$ cat config.mk
export PLATFORM = sky130hd
export DESIGN_NAME = sorted_deadline_timer_queue
export DESIGN_NICKNAME = d
export VERILOG_FILES = /design/src/sv/sdtq_pkg.sv /design/src/sv/sdtq_ram.sv /design/src/sv/sorted_deadline_timer_queue.sv
export VERILOG_INCLUDE_DIRS = /design/src /design/src/sv
export SDC_FILE = /design/constraint.sdc
export NUM_CORES = 2
export LEC_CHECK = 0
export ABC_AREA = 1
export BUFFER_PORTS_ARGS = -buffer_cell sky130_fd_sc_hd__clkbuf_2
export CORE_MARGIN = 2
export CORE_UTILIZATION = 55
export CTS_BUF_LIST = sky130_fd_sc_hd__clkbuf_16
export CTS_CLUSTER_DIAMETER = 120
export DETAILED_ROUTE_END_ITERATION = 10
export GPL_TIMING_DRIVEN = 0
export PLACE_DENSITY_LB_ADDON = 0.05
export SLEW_MARGIN = 20
export SYNTH_ARGS = -nofsm -noshare
export SYNTH_HDL_FRONTEND = slang
export SYNTH_SLANG_ARGS = --single-unit
$ cat constraint.sdc
create_clock -name aclk -period 8.2 [get_ports aclk]
set_clock_uncertainty 0.2 [all_clocks]
set_input_delay 0 -clock aclk [delete_from_list [all_inputs] [get_ports aclk]]
set_output_delay 0 -clock aclk [all_outputs]
set_load 0.01 [all_outputs]
$ cat src/sv/sorted_deadline_timer_queue_defines.svh
`ifndef SORTED_DEADLINE_TIMER_QUEUE_DEFINES_SVH
`define SORTED_DEADLINE_TIMER_QUEUE_DEFINES_SVH

// condition holds at every clock edge out of reset
`define SDTQ_ASSERT_NOW(label, clk, rstn, cond) \
    label: assert property (@(posedge clk) disable iff (!rstn) (cond)) \
        else $error("sdtq check failed");

// consequence holds in the same cycle as the antecedent
`define SDTQ_ASSERT_IMPLY(label, clk, rstn, ante, cons) \
    label: assert property (@(posedge clk) disable iff (!rstn) (ante) |-> (cons)) \
        else $error("sdtq check failed");

// consequence holds in the cycle after the antecedent
`define SDTQ_ASSERT_NEXT(label, clk, rstn, ante, cons) \
    label: assert property (@(posedge clk) disable iff (!rstn) (ante) |=> (cons)) \
        else $error("sdtq check failed");

`endif

$ cat src/sv/sdtq_pkg.sv
`timescale 1ns / 1ps

package sdtq_pkg;

    localparam int TIME_W     = 48;
    localparam int ID_W       = 32;
    localparam int DELAY_W    = 32;
    localparam int OP_W       = 2;
    localparam int KIND_W     = 3;
    localparam int MAX_EXPIRE = 16;

    localparam logic [OP_W-1:0] OP_ADD    = 2'd0;
    localparam logic [OP_W-1:0] OP_TICK   = 2'd1;
    localparam logic [OP_W-1:0] OP_DELETE = 2'd2;

    localparam logic [KIND_W-1:0] KIND_ADDED     = 3'd0;
    localparam logic [KIND_W-1:0] KIND_FULL      = 3'd1;
    localparam logic [KIND_W-1:0] KIND_EXPIRED   = 3'd2;
    localparam logic [KIND_W-1:0] KIND_TICK_DONE = 3'd3;
    localparam logic [KIND_W-1:0] KIND_DELETED   = 3'd4;
    localparam logic [KIND_W-1:0] KIND_NOT_FOUND = 3'd5;

    typedef struct packed {
        logic [TIME_W-1:0] deadline;
        logic [ID_W-1:0]   id;
    } entry_t;

endpackage

$ cat src/sv/sdtq_ram.sv
`timescale 1ns / 1ps

module sdtq_ram #(
    parameter int WIDTH = 80,
    parameter int DEPTH = 16
) (
    input  logic                                  aclk,
    input  logic                                  wr_en,
    input  logic [((DEPTH > 1) ? $clog2(DEPTH) : 1)-1:0] wr_addr,
    input  logic [WIDTH-1:0]                      wr_data,
    input  logic [((DEPTH > 1) ? $clog2(DEPTH) : 1)-1:0] rd_addr,
    output logic [WIDTH-1:0]                      rd_data
);

    logic [WIDTH-1:0] mem [DEPTH];
    logic [WIDTH-1:0] rd_data_reg;

    always_ff @(posedge aclk) begin
        if (wr_en) begin
            mem[wr_addr] <= wr_data;
        end
        rd_data_reg <= mem[rd_addr];
    end

    assign rd_data = rd_data_reg;

endmodule

$ cat src/sv/sorted_deadline_timer_queue.sv
`timescale 1ns / 1ps
// Deadline-ordered timer queue of up to DEPTH entries, kept sorted earliest first in one
// entry RAM (deadline and id) with a single read and a single write port. The block takes
// one request at a time and drops s_ready until it is through with that request and its
// last result is in the output register. Per request: an add on a full queue returns
// KIND_FULL; an add walks back from the tail, moving each queued entry whose deadline is
// later than the new one a place toward the tail, and writes the new entry behind any
// entry with an earlier or equal deadline; a tick reports each expired entry from the
// head, then the closing result, and when anything expired moves every remaining entry
// up to close the gap; a delete scans entries from the head, then on a hit reports
// KIND_DELETED and moves every entry behind the removed one up, on a miss reports
// KIND_NOT_FOUND. The entry RAM moves one entry at a time. A request with opcode 3 is
// taken and dropped with no result. Results wait in an output register, so a stalled
// m_ready only holds the sequencer when the next result is ready.

`include "sorted_deadline_timer_queue_defines.svh"

module sorted_deadline_timer_queue #(
    parameter int DEPTH = 16
) (
    input  logic                             aclk,
    input  logic                             aresetn,
    input  logic                             s_valid,
    output logic                             s_ready,
    input  logic [sdtq_pkg::OP_W-1:0]        s_opcode,
    input  logic [sdtq_pkg::TIME_W-1:0]      s_now_us,
    input  logic [sdtq_pkg::DELAY_W-1:0]     s_delay_us,
    input  logic [sdtq_pkg::ID_W-1:0]        s_target_id,
    output logic                             m_valid,
    input  logic                             m_ready,
    output logic [sdtq_pkg::KIND_W-1:0]      m_kind,
    output logic [sdtq_pkg::ID_W-1:0]        m_entry_id,
    output logic [sdtq_pkg::TIME_W-1:0]      m_wait_us,
    output logic                             m_last
);

    import sdtq_pkg::*;

    localparam int ADDR_W = (DEPTH > 1) ? $clog2(DEPTH) : 1;
    localparam int CNT_W  = $clog2(DEPTH + 1);

    typedef enum logic [9:0] {
        ST_IDLE    = 10'b0000000001,
        ST_START   = 10'b0000000010,
        ST_ADD_RD  = 10'b0000000100,
        ST_ADD_CMP = 10'b0000001000,
        ST_TICK_RD = 10'b0000010000,
        ST_TICK_CK = 10'b0000100000,
        ST_DEL_RD  = 10'b0001000000,
        ST_DEL_CK  = 10'b0010000000,
        ST_MOV_RD  = 10'b0100000000,
        ST_MOV_WR  = 10'b1000000000
    } state_t;

    state_t state_reg, state_next;

    logic [OP_W-1:0]    op_reg;
    logic [TIME_W-1:0]  now_reg;
    logic [DELAY_W-1:0] delay_reg;
    logic [ID_W-1:0]    target_reg;
    logic [TIME_W-1:0]  dl_reg, dl_next;
    logic [CNT_W-1:0]   count_reg, count_next;
    logic [ID_W-1:0]    idc_reg, idc_next;
    logic [CNT_W-1:0]   ptr_reg, ptr_next;
    logic [CNT_W-1:0]   wr_ptr_reg, wr_ptr_next;
    logic [CNT_W-1:0]   lim_reg, lim_next;

    logic               m_valid_reg;
    logic [KIND_W-1:0]  m_kind_reg;
    logic [ID_W-1:0]    m_entry_id_reg;
    logic [TIME_W-1:0]  m_wait_us_reg;
    logic               m_last_reg;

    logic               out_free;
    logic               emit;
    logic [KIND_W-1:0]  emit_kind;
    logic [ID_W-1:0]    emit_id;
    logic [TIME_W-1:0]  emit_wait;
    logic               emit_last;
    logic               add_done;

    logic               ram_we;
    logic [CNT_W-1:0]   ram_waddr_full;
    logic [CNT_W-1:0]   ram_raddr_full;
    entry_t             ram_wdata;
    entry_t             ram_rdata;

    logic [TIME_W:0]    add_sum;
    logic [TIME_W-1:0]  add_dl;
    logic [TIME_W-1:0]  sub_b;
    logic [TIME_W:0]    diff;
    logic               rd_later;
    logic               accept;

    sdtq_ram #(
        .WIDTH ($bits(entry_t)),
        .DEPTH (DEPTH)
    ) u_entry_ram (
        .aclk    (aclk),
        .wr_en   (ram_we),
        .wr_addr (ram_waddr_full[ADDR_W-1:0]),
        .wr_data (ram_wdata),
        .rd_addr (ram_raddr_full[ADDR_W-1:0]),
        .rd_data (ram_rdata)
    );

    assign s_ready  = (state_reg == ST_IDLE);
    assign accept   = s_valid && s_ready;
    assign out_free = !m_valid_reg || m_ready;

    // saturating deadline
    assign add_sum = {1'b0, now_reg} + {{(TIME_W - DELAY_W + 1){1'b0}}, delay_reg};
    assign add_dl  = add_sum[TIME_W] ? {TIME_W{1'b1}} : add_sum[TIME_W-1:0];

    // shared subtractor: stored deadline against new deadline or current time
    assign sub_b    = (state_reg == ST_ADD_CMP) ? dl_reg : now_reg;
    assign diff     = {1'b0, ram_rdata.deadline} - {1'b0, sub_b};
    assign rd_later = !diff[TIME_W] && (diff[TIME_W-1:0] != '0);

    always_comb begin
        state_next     = state_reg;
        dl_next        = dl_reg;
        count_next     = count_reg;
        idc_next       = idc_reg;
        ptr_next       = ptr_reg;
        wr_ptr_next    = wr_ptr_reg;
        lim_next       = lim_reg;
        emit           = 1'b0;
        emit_kind      = KIND_ADDED;
        emit_id        = '0;
        emit_wait      = '0;
        emit_last      = 1'b1;
        add_done       = 1'b0;
        ram_we         = 1'b0;
        ram_waddr_full = ptr_reg;
        ram_wdata      = ram_rdata;
        ram_raddr_full = ptr_reg;

        case (state_reg)
            ST_IDLE: begin
                if (accept) begin
                    state_next = ST_START;
                end
            end
            ST_START: begin
                ptr_next = '0;
                case (op_reg)
                    OP_ADD: begin
                        if (count_reg == CNT_W'(DEPTH)) begin
                            if (out_free) begin
                                emit       = 1'b1;
                                emit_kind  = KIND_FULL;
                                state_next = ST_IDLE;
                            end
                        end else begin
                            dl_next    = add_dl;
                            ptr_next   = count_reg;
                            state_next = ST_ADD_RD;
                        end
                    end
                    OP_TICK:   state_next = ST_TICK_RD;
                    OP_DELETE: state_next = ST_DEL_RD;
                    default:   state_next = ST_IDLE;
                endcase
            end
            ST_ADD_RD: begin
                ram_raddr_full = ptr_reg - 1'b1;
                if (ptr_reg != '0) begin
                    state_next = ST_ADD_CMP;
                end else if (out_free) begin
                    add_done = 1'b1;
                end
            end
            ST_ADD_CMP: begin
                ram_raddr_full = ptr_reg - 1'b1;
                if (rd_later) begin
                    // later entry moves one place toward the tail
                    ram_we     = 1'b1;
                    ptr_next   = ptr_reg - 1'b1;
                    state_next = ST_ADD_RD;
                end else if (out_free) begin
                    add_done = 1'b1;
                end
            end
            ST_TICK_RD: begin
                if (ptr_reg < count_reg) begin
                    state_next = ST_TICK_CK;
                end else if (out_free) begin
                    emit       = 1'b1;
                    emit_kind  = KIND_TICK_DONE;
                    lim_next   = count_reg;
                    wr_ptr_next = '0;
                    count_next = count_reg - ptr_reg;
                    state_next = (ptr_reg == '0) ? ST_IDLE : ST_MOV_RD;
                end
            end
            ST_TICK_CK: begin
                if (out_free) begin
                    emit = 1'b1;
                    if (!rd_later && int'(ptr_reg) < MAX_EXPIRE) begin
                        emit_kind  = KIND_EXPIRED;
                        emit_id    = ram_rdata.id;
                        emit_last  = 1'b0;
                        ptr_next   = ptr_reg + 1'b1;
                        state_next = ST_TICK_RD;
                    end else begin
                        emit_kind   = KIND_TICK_DONE;
                        emit_wait   = rd_later ? diff[TIME_W-1:0] : '0;
                        lim_next    = count_reg;
                        wr_ptr_next = '0;
                        count_next  = count_reg - ptr_reg;
                        state_next  = (ptr_reg == '0) ? ST_IDLE : ST_MOV_RD;
                    end
                end
            end
            ST_DEL_RD: begin
                if (ptr_reg < count_reg) begin
                    state_next = ST_DEL_CK;
                end else if (out_free) begin
                    emit       = 1'b1;
                    emit_kind  = KIND_NOT_FOUND;
                    state_next = ST_IDLE;
                end
            end
            ST_DEL_CK: begin
                if (ram_rdata.id != target_reg) begin
                    ptr_next   = ptr_reg + 1'b1;
                    state_next = ST_DEL_RD;
                end else if (out_free) begin
                    emit        = 1'b1;
                    emit_kind   = KIND_DELETED;
                    wr_ptr_next = ptr_reg;
                    ptr_next    = ptr_reg + 1'b1;
                    lim_next    = count_reg;
                    count_next  = count_reg - 1'b1;
                    state_next  = ST_MOV_RD;
                end
            end
            ST_MOV_RD: begin
                state_next = (ptr_reg < lim_reg) ? ST_MOV_WR : ST_IDLE;
            end
            ST_MOV_WR: begin
                ram_we         = 1'b1;
                ram_waddr_full = wr_ptr_reg;
                ptr_next       = ptr_reg + 1'b1;
                wr_ptr_next    = wr_ptr_reg + 1'b1;
                state_next     = ST_MOV_RD;
            end
            default: begin
                state_next = ST_IDLE;
            end
        endcase

        if (add_done) begin
            // new entry lands behind every entry with an equal deadline
            ram_we             = 1'b1;
            ram_waddr_full     = ptr_reg;
            ram_wdata.deadline = dl_reg;
            ram_wdata.id       = idc_reg + 1'b1;
            idc_next           = idc_reg + 1'b1;
            count_next         = count_reg + 1'b1;
            emit               = 1'b1;
            emit_kind          = KIND_ADDED;
            emit_id            = idc_reg + 1'b1;
            state_next         = ST_IDLE;
        end
    end

    always_ff @(posedge aclk) begin
        if (!aresetn) begin
            state_reg   <= ST_IDLE;
            count_reg   <= '0;
            idc_reg     <= '0;
            m_valid_reg <= 1'b0;
        end else begin
            state_reg <= state_next;
            count_reg <= count_next;
            idc_reg   <= idc_next;
            if (emit) begin
                m_valid_reg <= 1'b1;
            end else if (m_ready) begin
                m_valid_reg <= 1'b0;
            end
        end
    end

    always_ff @(posedge aclk) begin
        if (accept) begin
            op_reg     <= s_opcode;
            now_reg    <= s_now_us;
            delay_reg  <= s_delay_us;
            target_reg <= s_target_id;
        end
        dl_reg     <= dl_next;
        ptr_reg    <= ptr_next;
        wr_ptr_reg <= wr_ptr_next;
        lim_reg    <= lim_next;
        if (emit) begin
            m_kind_reg     <= emit_kind;
            m_entry_id_reg <= emit_id;
            m_wait_us_reg  <= emit_wait;
            m_last_reg     <= emit_last;
        end
    end

    assign m_valid    = m_valid_reg;
    assign m_kind     = m_kind_reg;
    assign m_entry_id = m_entry_id_reg;
    assign m_wait_us  = m_wait_us_reg;
    assign m_last     = m_last_reg;

    `SDTQ_ASSERT_NOW(a_count_bound, aclk, aresetn, count_reg <= CNT_W'(DEPTH))
    `SDTQ_ASSERT_NEXT(a_add_grows, aclk, aresetn, add_done, count_reg == $past(count_reg) + 1'b1)
    `SDTQ_ASSERT_IMPLY(a_move_order, aclk, aresetn, state_reg == ST_MOV_WR, wr_ptr_reg < ptr_reg)
    `SDTQ_ASSERT_IMPLY(a_expire_range, aclk, aresetn, emit && emit_kind == KIND_EXPIRED, ptr_reg < count_reg)

endmodule

==> summary.txt <==
via count = 55.44k
# placed instances = 9041
Die Span X = 370.5 um
WS Path Type = register to register
Post-Syn Nets = 7183
I/O Buffers = 203
cells after synthesis = 6967
antenna-violating nets left = 0
clock root buffer = clkbuf_16
Max clock buf depth = 3
commonest non-fill, non-tap cell in the layout = edfxtp_1
post-layout minimum cycle time = 7.841 ns
Post-Syn Area = 0.07389 sq mm
Peak Freq = 0.1275 GHz
dpl hpwl = 166.1 mm
most frequent cells in the layout = edfxtp_1 (1540), nand2_1 (1334), inv_1 (1136)
Cell Rows = 134
worst r2r path cells = 32
Multi-input gate area = 0.01991 sq mm
core area = 0.1335 sq mm
pwr dens = 231.1 mW/mm^2
Initial Util = 0.5537
Max-cap violations = 0
post-route clock period utilization = 0.9562
clk slew on worst S/H paths = 0.07 ns
Post-synth EDFFs = 1540
die area = 0.1373 sq mm
vias in the first global route = 51.93k
post-synthesis sequential area ratio = 0.6605
outcome = complete, no violations
post-synth top area share = 0.6259
yosys synthesis warning count = 0
Total Routed Length = 235.2 mm
Yosys reg bits = 1668
critical path's most frequent cell = nand3_1
Avg Synthesized Cell Area = 10.61 sq um
maximum vdd drop = 220.8 uV
Sink Count = 1668
Fin. Hold Viols = 0
routability congestion estimate = 0.9490
Top FF cell, synth = edfxtp_1
Setup crit start = state_reg[6]
final setup vio count = 0
CTS Buf Count = 173
Max H-tree Level = 4
Largest register FFs = 1280
worst slew pin tran = 1.234 ns
crit start category = register
Fillers = 10.48k
Pre-Repair DR Iteration Count = 6
Yosys top cell by area = edfxtp_1
Netlist cell types = 55
area delta synth->final = 18.30%
CP endpoint kind = register
Max Fanout on Critical Path = 18
total track usage = 0.3395
Worst path slowest cell = fa_1
Worst path max stage delay = 0.55 ns
total grt overflow = 0
routed length per instance = 24.47 um
hold depth = 4
HP Start = s_valid
first-pass GRT wire length = 338.9 mm
initial antenna violation count = 13
DRT iter0 DRCs = 7106
Rel. slew slack = 0.1749
Reg area = 0.04881 sq mm
pin count of the biggest net entering global routing = 49
Non-Filler Instances = 9614
IO Pins = 204
final hold slack = 0.05186 ns
worst skew pair latency = 0.81 ns
CTS tree = built
Hold WC Path Type = primary input to register
# DRC = 0
r2r startpoint = state_reg[6]
Worst Path Arrival = 8.14 ns
NumNets Final = 7915
Leakage = 0.03510 uW
fraction of layout cells with a size suffix above 1 = 0.09587
Req. time, crit path = 8.50 ns
Pins Over Slew Limit = 0
asr flop ratio synth = 0
top cells by area, synth = edfxtp_1 (63%), nand2_1 (6.8%), inv_1 (5.5%), o21ai_0 (4.3%), a21oi_1 (3.9%)
Avg Vias per Cell = 5.766
die height = 370.5 um
per-layer routing:
| metal | routed length (um) | global-route usage | up-vias |
|---|---|---|---|
| met2 | 105100 | 0.5165 | 2730 |
| met1 | 97900 | 0.4816 | 26800 |
| met3 | 21400 | 0.06112 | 463 |
| met5 | 27 | 0 | - |
| li1 | - | - | 25440 |
| met4 | 10770 | 0.1468 | 4 |
power by group:
part           total, uW  switching [uW]  internal, uW  leakage, uW
combinational       2830            1980           845       0.0171
sequential          9800             135          9670       0.0151
clock               7570            3320          4250      0.00287
cell type report:
cell class | count | area share
Buffer | 308 | 0.01484
Antenna cell | 2 | 0.00005726
Inverter | 1092 | 0.04695
Multi-Input combinational cell | 3899 | 0.2278
Timing Repair Buffer | 557 | 0.06431
Clock inverter | 140 | 0.01084
Clock buffer | 180 | 0.05153
Sequential cell | 1668 | 0.5584
Tap cell | 1768 | 0.02531
Yosys cell counts, drive strengths merged, types with 2 or more instances:
| master | n |
|---|---|
| xnor2 | 44 |
| o211ai | 168 |
| a21oi | 583 |
| nor2 | 301 |
| xor2 | 38 |
| and2 | 5 |
| ha | 95 |
| clkbuf | 191 |
| o22ai | 19 |
| inv | 1090 |
| and3 | 2 |
| o21bai | 5 |
| nor4 | 9 |
| nand4 | 42 |
| clkinv | 2 |
| nand3 | 377 |
| a211oi | 2 |
| nand3b | 22 |
| a31oi | 10 |
| or2 | 29 |
| buf | 117 |
| o21ai | 642 |
| a21o | 3 |
| o21a | 5 |
| o221ai | 85 |
| nor3b | 2 |
| dfxtp | 128 |
| mux2i | 3 |
| nor3 | 43 |
| o31ai | 5 |
| a21boi | 6 |
| nand2 | 1344 |
| edfxtp | 1540 |
| fa | 3 |
through the flow:
step	setup TNS [ns]	utilization	power (uW)	area, sq um	setup WS (ns)
detailed placement	-5.194	0.5950	12650	79410	-0.09812
floorplan	0	-	11590	73890	0.1138
finish	0	0.6550	20200	87410	0.3590
global placement	-8432.70	0.5778	12590	77120	-6.973
global route	-0.005469	0.6549	20830	87410	-0.002039
CTS	0	0.6542	20200	87310	0.1852
worst paths after layout:
kind	end	slack [ns]
min	now_reg[36]	0.05
max	u_entry_ram.mem[9][34]	0.36
min reg2reg	idc_reg[30]	0.27
max reg2reg	u_entry_ram.mem[9][34]	0.36
worst max-delay path: cells and delay by family, from the launching register on:
family                     cells  cell delay [ns]
AOI/OAI and AO/OA              1             0.42
xor gates and xnor gates       1             0.30
adders and majority gates      2             0.69
buffers and inverters          8             1.58
DFF                            1             0.33
and+or+nand+nor               20             3.92
cells by family after synthesis:
kind of cell / count (synthesis) / synth area share
and+or+nand+nor: 2177 / 0.1232
DFF: 1668 / 0.6605
AOI/OAI and AO/OA: 1538 / 0.1159
buffers and inverters: 1400 / 0.07292
adders and majority gates: 98 / 0.01690
xor gates and xnor gates: 82 / 0.009974
muxes: 4 / 0.0005588
repair_timing:
action / in CTS / in global routing
hold endpoints to repair: 222 / 0
gates resized for setup: 2 / 8
buffers inserted: 10 / 6
setup endpoints to repair: 186 / 852
hold buffers: 235 / 0
pin swaps: 4 / 3
(Power assumes the default switching activity.)
